==> src/rtl/core/kscr_pkg.sv <==
package kscr_pkg;

    localparam int ROW_CELLS = 188;
    localparam int IDX_W     = 9;

    localparam logic OP_ENCODE = 1'b0;
    localparam logic OP_DECODE = 1'b1;

    typedef enum logic [1:0] {
        ST_IDLE,
        ST_SCAN,
        ST_WRITE
    } state_t;

    typedef logic [15:0] code_t;

    typedef struct packed {
        logic shift;
    } cell_ctrl_t;

    function automatic logic [7:0] cell_to_trail(input logic [7:0] pos);
        logic [7:0] t;
        t = pos + 8'h40;
        if (t >= 8'h7F) begin
            t = t + 8'd1;
        end
        return t;
    endfunction

    function automatic logic [7:0] trail_to_cell(input logic [7:0] trail);
        logic [7:0] c;
        c = trail - 8'h40;
        if (trail > 8'h7F) begin
            c = c - 8'd1;
        end
        return c;
    endfunction

endpackage

==> src/rtl/core/kscr_cell.sv <==
module kscr_cell (
    input  logic                aclk,
    input  logic                aresetn,
    input  kscr_pkg::cell_ctrl_t ctrl,
    input  kscr_pkg::code_t     d,
    output kscr_pkg::code_t     q
);
    import kscr_pkg::*;

    code_t q_reg;

    always_ff @(posedge aclk) begin
        if (!aresetn) begin
            q_reg <= '0;
        end else if (ctrl.shift) begin
            q_reg <= d;
        end
    end

    assign q = q_reg;

endmodule

==> config.mk <==
export PLATFORM = sky130hd
export DESIGN_NAME = kscr_cell
export DESIGN_NICKNAME = d
export VERILOG_FILES = /design/src/rtl/core/kscr_pkg.sv /design/src/rtl/core/kscr_cell.sv
export SDC_FILE = /design/constraint.sdc
export NUM_CORES = 1
export LEC_CHECK = 0
export BUFFER_PORTS_ARGS = -buffer_cell sky130_fd_sc_hd__buf_4
export CORE_AREA = 4 4 47 49
export DETAILED_ROUTE_END_ITERATION = 8
export DIE_AREA = 0 0 51 53
export HOLD_SLACK_MARGIN = 0.03
export PLACE_DENSITY = 0.76
export SLEW_MARGIN = 20
export SYNTH_ARGS = -nofsm -noshare
export SYNTH_HDL_FRONTEND = slang
export SYNTH_SLANG_ARGS = --single-unit
==> constraint.sdc <==
create_clock -name aclk -period 0.9 [get_ports aclk]
set_clock_uncertainty 0.15 [all_clocks]
set_input_delay 0.135 -clock aclk [delete_from_list [all_inputs] [get_ports aclk]]
set_output_delay 0.135 -clock aclk [all_outputs]
set_load 0.005 [all_outputs]
; After elaboration in Yosys (flattened, before gate mapping)
; Cells that the tools add are included.
[totals]
input_bits = 19
reg_bits = 16
out_inout_bits = 16
elab_cells = 1

; Depth between registers and ports, before layout
; Gate-level depths: netlist of the first run.
[depth]
word_depth = 0
mapped_depth = 4
ltp_nobuf = 2

; Worst setup path before layout of the first run
; Ideal clock, no wire load.
[synth_timing]
path_type = input to register
startpoint = in ctrl
endpoint = reg q_reg[10], in the netlist q[10]
setup_ns = 0.116
arrival_time_ns = 0.607
slack_ns = 0.027
cell_stages = 4
path_cell_list = buf_6 buf_12 mux2i_1 nor2b_1
[synth_rtl]
columns = item, line_no
row1 = start: declaration, kscr_cell.sv:4  ; input kscr_pkg::cell_ctrl_t ctrl,
row2 = end signal: assignment, kscr_cell.sv:14  ; q_reg <= '0;
row3 = end signal: assignment, kscr_cell.sv:16  ; q_reg <= d;
row4 = end: declaration, kscr_cell.sv:10  ; code_t q_reg;

; Final worst setup path of the first run
[layout_timing]
startpoint = reg q_reg[9], in the netlist q[9]
endpoint = out q[9]
[layout_rtl]
columns = item, line_no
row1 = end: declaration, kscr_cell.sv:6  ; output kscr_pkg::code_t q
; No word-level cell between the ends.

==> impl_metrics.ini, run 1 <==
[synth]
synth-seq-cells = 16
syn-cell-area_um2 = 615.6
synthCells = 51
syn_nets = 70
ys_seq_area_share_pct = 52.03
yosys.area.top_type = dfxtp_1
avgSynthCellArea_um2 = 12.07
ys_types = 6
synth_top_cell_area_share_pct = 52.03
yosysWarnings = 0
yosys-top-cells-area = dfxtp_1 (52%), mux2i_1 (26%), nor2b_1 (16%), buf_12 (3.3%), buf_6 (1.8%)

[layout]
fillers = 185
final_common_cell = buf_4
largest_register_ffs = 16
layout_common_cells = buf_4 (19), mux2i_1 (16), nor2b_1 (16), buf_6 (16), dfxtp_2 (16)
layout-drive-gt1-share_pct = 63.22
fin_nets = 107
diodes = 0
syn_to_final_growth_pct = 61.38

[sta]
slew_headroom_pct = 82.80
finalHoldViolCount = 15
holdWs_ns = -0.03776
fmax_mhz = 990.0
post-route-period-util_pct = 112.2
tns_ns = -1.634
finalMaxSlewViolations = 0
worstMarginPinSlew_ns = 0.2580
layout_setup_ws_ns = -0.1101
setup_viol = 16
rsz0062_at_grt = true
min_period_ns = 1.010

[drt]
drc_errors = 0
vias = 480
via_per_inst = 4.211
wire_per_inst_um = 11.56
dr.pass1.iters = 2
totalWireLength_mm = 1.318
detail-route-antenna-nets = 0
drt_iter0_drc = 2

[worst_setup_path]
crit_path_start_kind = register
rr_worst_depth = 3
path_buf_inv = 1
required_ns = 0.61
cp_slowest_stage_delay_ns = 0.34
cp.arrival_ns = 0.73
critical_path.top_delay_family = flip-flops
crit_path_top_delay_cell = dfxtp_2
crit_cells = 1
path_class = register to primary output
crit_fanout = 2
path_cells = buf_6
crit_path_end_kind = primary output

[grt]
grt.total_usage_pct = 11.12
grt_pass1_vias = 515
grt_pass1_wl_mm = 2.201
grt_max_degree = 17
overflow = 0
antenna_found_initial = 0

[floorplan]
initial_core_util_pct = 33.06
rows = 16
die-area_um2 = 2703
core_area_um2 = 1862
die_h_um = 53
die_w_um = 51
io_pins = 35

[placement]
globalplace.congestion = 0.5838
place_hpwl_um = 923.4
port_buffers = 34

[clock_network]
clkLatencyLatePin_ns = 0.27
numCtsBuffers = 3
ctsRootBufferMaster = clkbuf_4
cts_max_level = 1
clkSinkCount = 16
tritoncts = done
path_clk_slew_ns = 0.10
clock_tree.buffer_depth = 2

[run_status]
run_status = finished with violations
violations = negative hold slack, negative setup slack

[power_and_ir_drop]
vdd_ir_drop_max_mv = 1.171
power_density_nw_per_um2 = 1518
power_mw = 1.508
leakage_nw = 0.4705

[min_path]
min_path_cells = 3
worst_hold_path_type = primary input to register

[run]
maxCapViolCount = 0
==> path summary, 6_finish.rpt <==
path	end	slack, ns	start
hold reg to reg	q[7]	0.38	q[7]
hold / removal	q[14]	-0.04	d[14]
setup / recovery	q[9]	-0.11	q[9]
setup reg to reg	q[9]	0.01	q[9]
==> logic make-up after synthesis <==
| logic type | synth area share, % |
|---|---|
| and+or+nand+nor | 16.26 |
| muxes | 26.02 |
| DFF | 52.03 |
| buffers and inverters | 5.690 |
==> what timing repair did <==
action | in CTS | in global routing
endpoints found under the hold margin | 16 | 16
gates resized for setup | 32 | 0
setup buffers | 0 | 1
endpoints found under the setup margin | 16 | 16
pin swaps | 0 | 0
==> layout make-up <==
type	count	area (um2)	area share, %
well taps	27	33.78	3.401
repair buffers	35	322.8	32.49
flip-flops and latches	16	340.3	34.26
multi-input cells	32	260.3	26.20
clock buffers	4	36.28	3.652
==> cell usage after synthesis <==
library cell   n
clkbuf_1       1
nor2b_1       16
dfxtp_1       16
buf_6          1
mux2i_1       16
buf_12         1
==> routing by layer <==
metal | wire length (um) | vias to the layer above | global-route usage (%)
met3 | 104 | 2 | 3.380
met4 | 19 | 0 | 5.381
met5 | 0 | - | 0
li1 | - | 239 | -
met2 | 703 | 18 | 21.03
met1 | 491 | 221 | 10.92
==> per-stage QoR <==
step,instances,hold WS (ns),util [%],worst slack [ns],area [um2]
finish,114,-0.03776,53.36,-0.1101,993.5
CTS,113,-0.04219,52.96,-0.1221,985.9
global route,114,-0.03104,53.36,-0.1503,993.5
floorplan,51,0.1132,-,0.02708,615.6
detailed placement,109,0.2511,46.71,-0.05917,869.6
global placement,109,0.2418,46.71,-0.04284,869.6
==> report_power, final <==
group / switching (mW) / total, mW / internal (mW)
clock network: 0.222 / 0.468 / 0.246
logic: 0.0766 / 0.252 / 0.176
registers: 0.0290 / 0.788 / 0.759
Power figures use the tool's default switching activity.
==> inputs of run 2 (changes only) <==
clock period = 1.3 ns   (was 0.9 ns; I/O delays follow)
==> impl_metrics.ini, run 2 (synthesis gave the netlist of run 1 again) <==
[clock_network]
clkSinkCount = 16
clkLatencyLatePin_ns = 0.27
post_cts_resized = 0
clock_tree.buffer_depth = 2
cts_setup_buffers = 0
cts_max_level = 1
ctsRootBufferMaster = clkbuf_4
tritoncts = done
numCtsBuffers = 3
path_clk_slew_ns = 0.09

[power_and_ir_drop]
pwr-share-clk_pct = 30.7
vdd_ir_drop_max_mv = 0.7626
p_int_uw = 817.3
switching_power_uw = 221.4
p_sw_share_pct = 21.32
leakage_nw = 0.4999
power_density_nw_per_um2 = 1003
seqPwrFrac_pct = 51.4
pwr-share-comb_pct = 17.9

[worst_setup_path]
crit_path_top_delay_cell = dfxtp_1
path_cells = buf_4
crit_path_end_kind = primary output
path_class = register to primary output
required_ns = 0.95
critical_path.top_delay_family = flip-flops
path_buf_inv = 1
cp.arrival_ns = 0.75
crit_path_start_kind = register
cp_slowest_stage_delay_ns = 0.36
crit_fanout = 2

[drt]
drc_errors = 0
dr.pass1.iters = 2
wire_per_inst_um = 10.82
drt_iter0_drc = 1
vias = 513
totalWireLength_mm = 1.363
via_per_inst = 4.071
detail-route-antenna-nets = 0

[layout]
layout_common_cells = buf_4 (34), mux2i_1 (16), nor2b_1 (16), dfxtp_1 (16), dlygate4sd3_1 (13)
final_area_um2 = 1036
final_common_cell = buf_4
final_cells = 126
diodes = 0
syn_to_final_growth_pct = 68.29
layout-drive-gt1-share_pct = 38.38
fin_nets = 119
largest_register_ffs = 16

[placement]
dp_cells = 109
globalplace.congestion = 0.5838
place_hpwl_um = 923.4
port_buffers = 34
place_area_um2 = 869.6
dp_slack_ns = 0.2808

[floorplan]
rows = 16
die_w_um = 51
io_pins = 35
initial_core_util_pct = 33.06
die-area_um2 = 2703
core_area_um2 = 1862
die_h_um = 53

[sta]
rsz0062_at_grt = false
post-route-period-util_pct = 84.12
finalMaxSlewViolations = 0
layout_setup_ws_ns = 0.2064
min_period_ns = 1.094
holdWs_ns = 0.03558
finalHoldViolCount = 0
setup_viol = 0
tns_ns = 0
fmax_mhz = 914.4
worstMarginPinSlew_ns = 0.2581
slew_headroom_pct = 82.79

[grt]
grt_pass1_vias = 552
grt_pass1_wl_mm = 2.256
grt.total_usage_pct = 11.26
overflow = 0
grt_max_degree = 17
antenna_found_initial = 0

[min_path]
worst_hold_path_type = primary input to register

[run]
maxCapViolCount = 0

[run_status]
run_status = finished clean
run 2: final timing paths:
| check | slack [ns] | end | cells after the start | from |
|---|---|---|---|---|
| min | 0.04 | q[1] | 3 | d[1] |
| min reg2reg | 0.37 | q[7] | 2 | q[7] |
| max reg2reg | 0.53 | q[11] | 2 | q[11] |
| max | 0.21 | q[9] | 1 | q[9] |
run 2: area by class of cell:
class | count | area, um2
clock buffer | 4 | 36.28
tap | 27 | 33.78
multi-input combinational | 32 | 260.3
fill | 173 | 825.8
timing repair buffer | 47 | 385.4
sequential | 16 | 320.3
run 2: what timing repair did:
item | CTS | global route
hold buffers | 13 | 0
hold endpoints to repair | 13 | 0
setup endpoints to repair | 0 | 0
run 2: power groups by stage:
stage	registers [mW]	logic, mW	clock network (mW)
2_1_floorplan	0.547	0.0703	0
3_3_place_gp	0.545	0.155	0
3_5_place_dp	0.545	0.157	0
4_1_cts	0.534	0.188	0.337
5_1_grt	0.537	0.207	0.358
6_report	0.534	0.186	0.319
run 2: per-stage QoR:
step           util [%]  power, mW
2_1_floorplan         -     0.6174
3_3_place_gp      46.71     0.6993
3_5_place_dp      46.71     0.7023
4_1_cts           55.65      1.059
5_1_grt           55.65      1.102
6_report          55.65      1.039
run 2: per-layer routing:
metal / part of all wire [%] / vias up / track usage [%]
met4: 1.4 / 0 / 5.381
met1: 40 / 230 / 11.30
met3: 5.9 / 2 / 2.817
li1: - / 263 / -
met5: 0 / - / 0
met2: 53 / 18 / 21.46
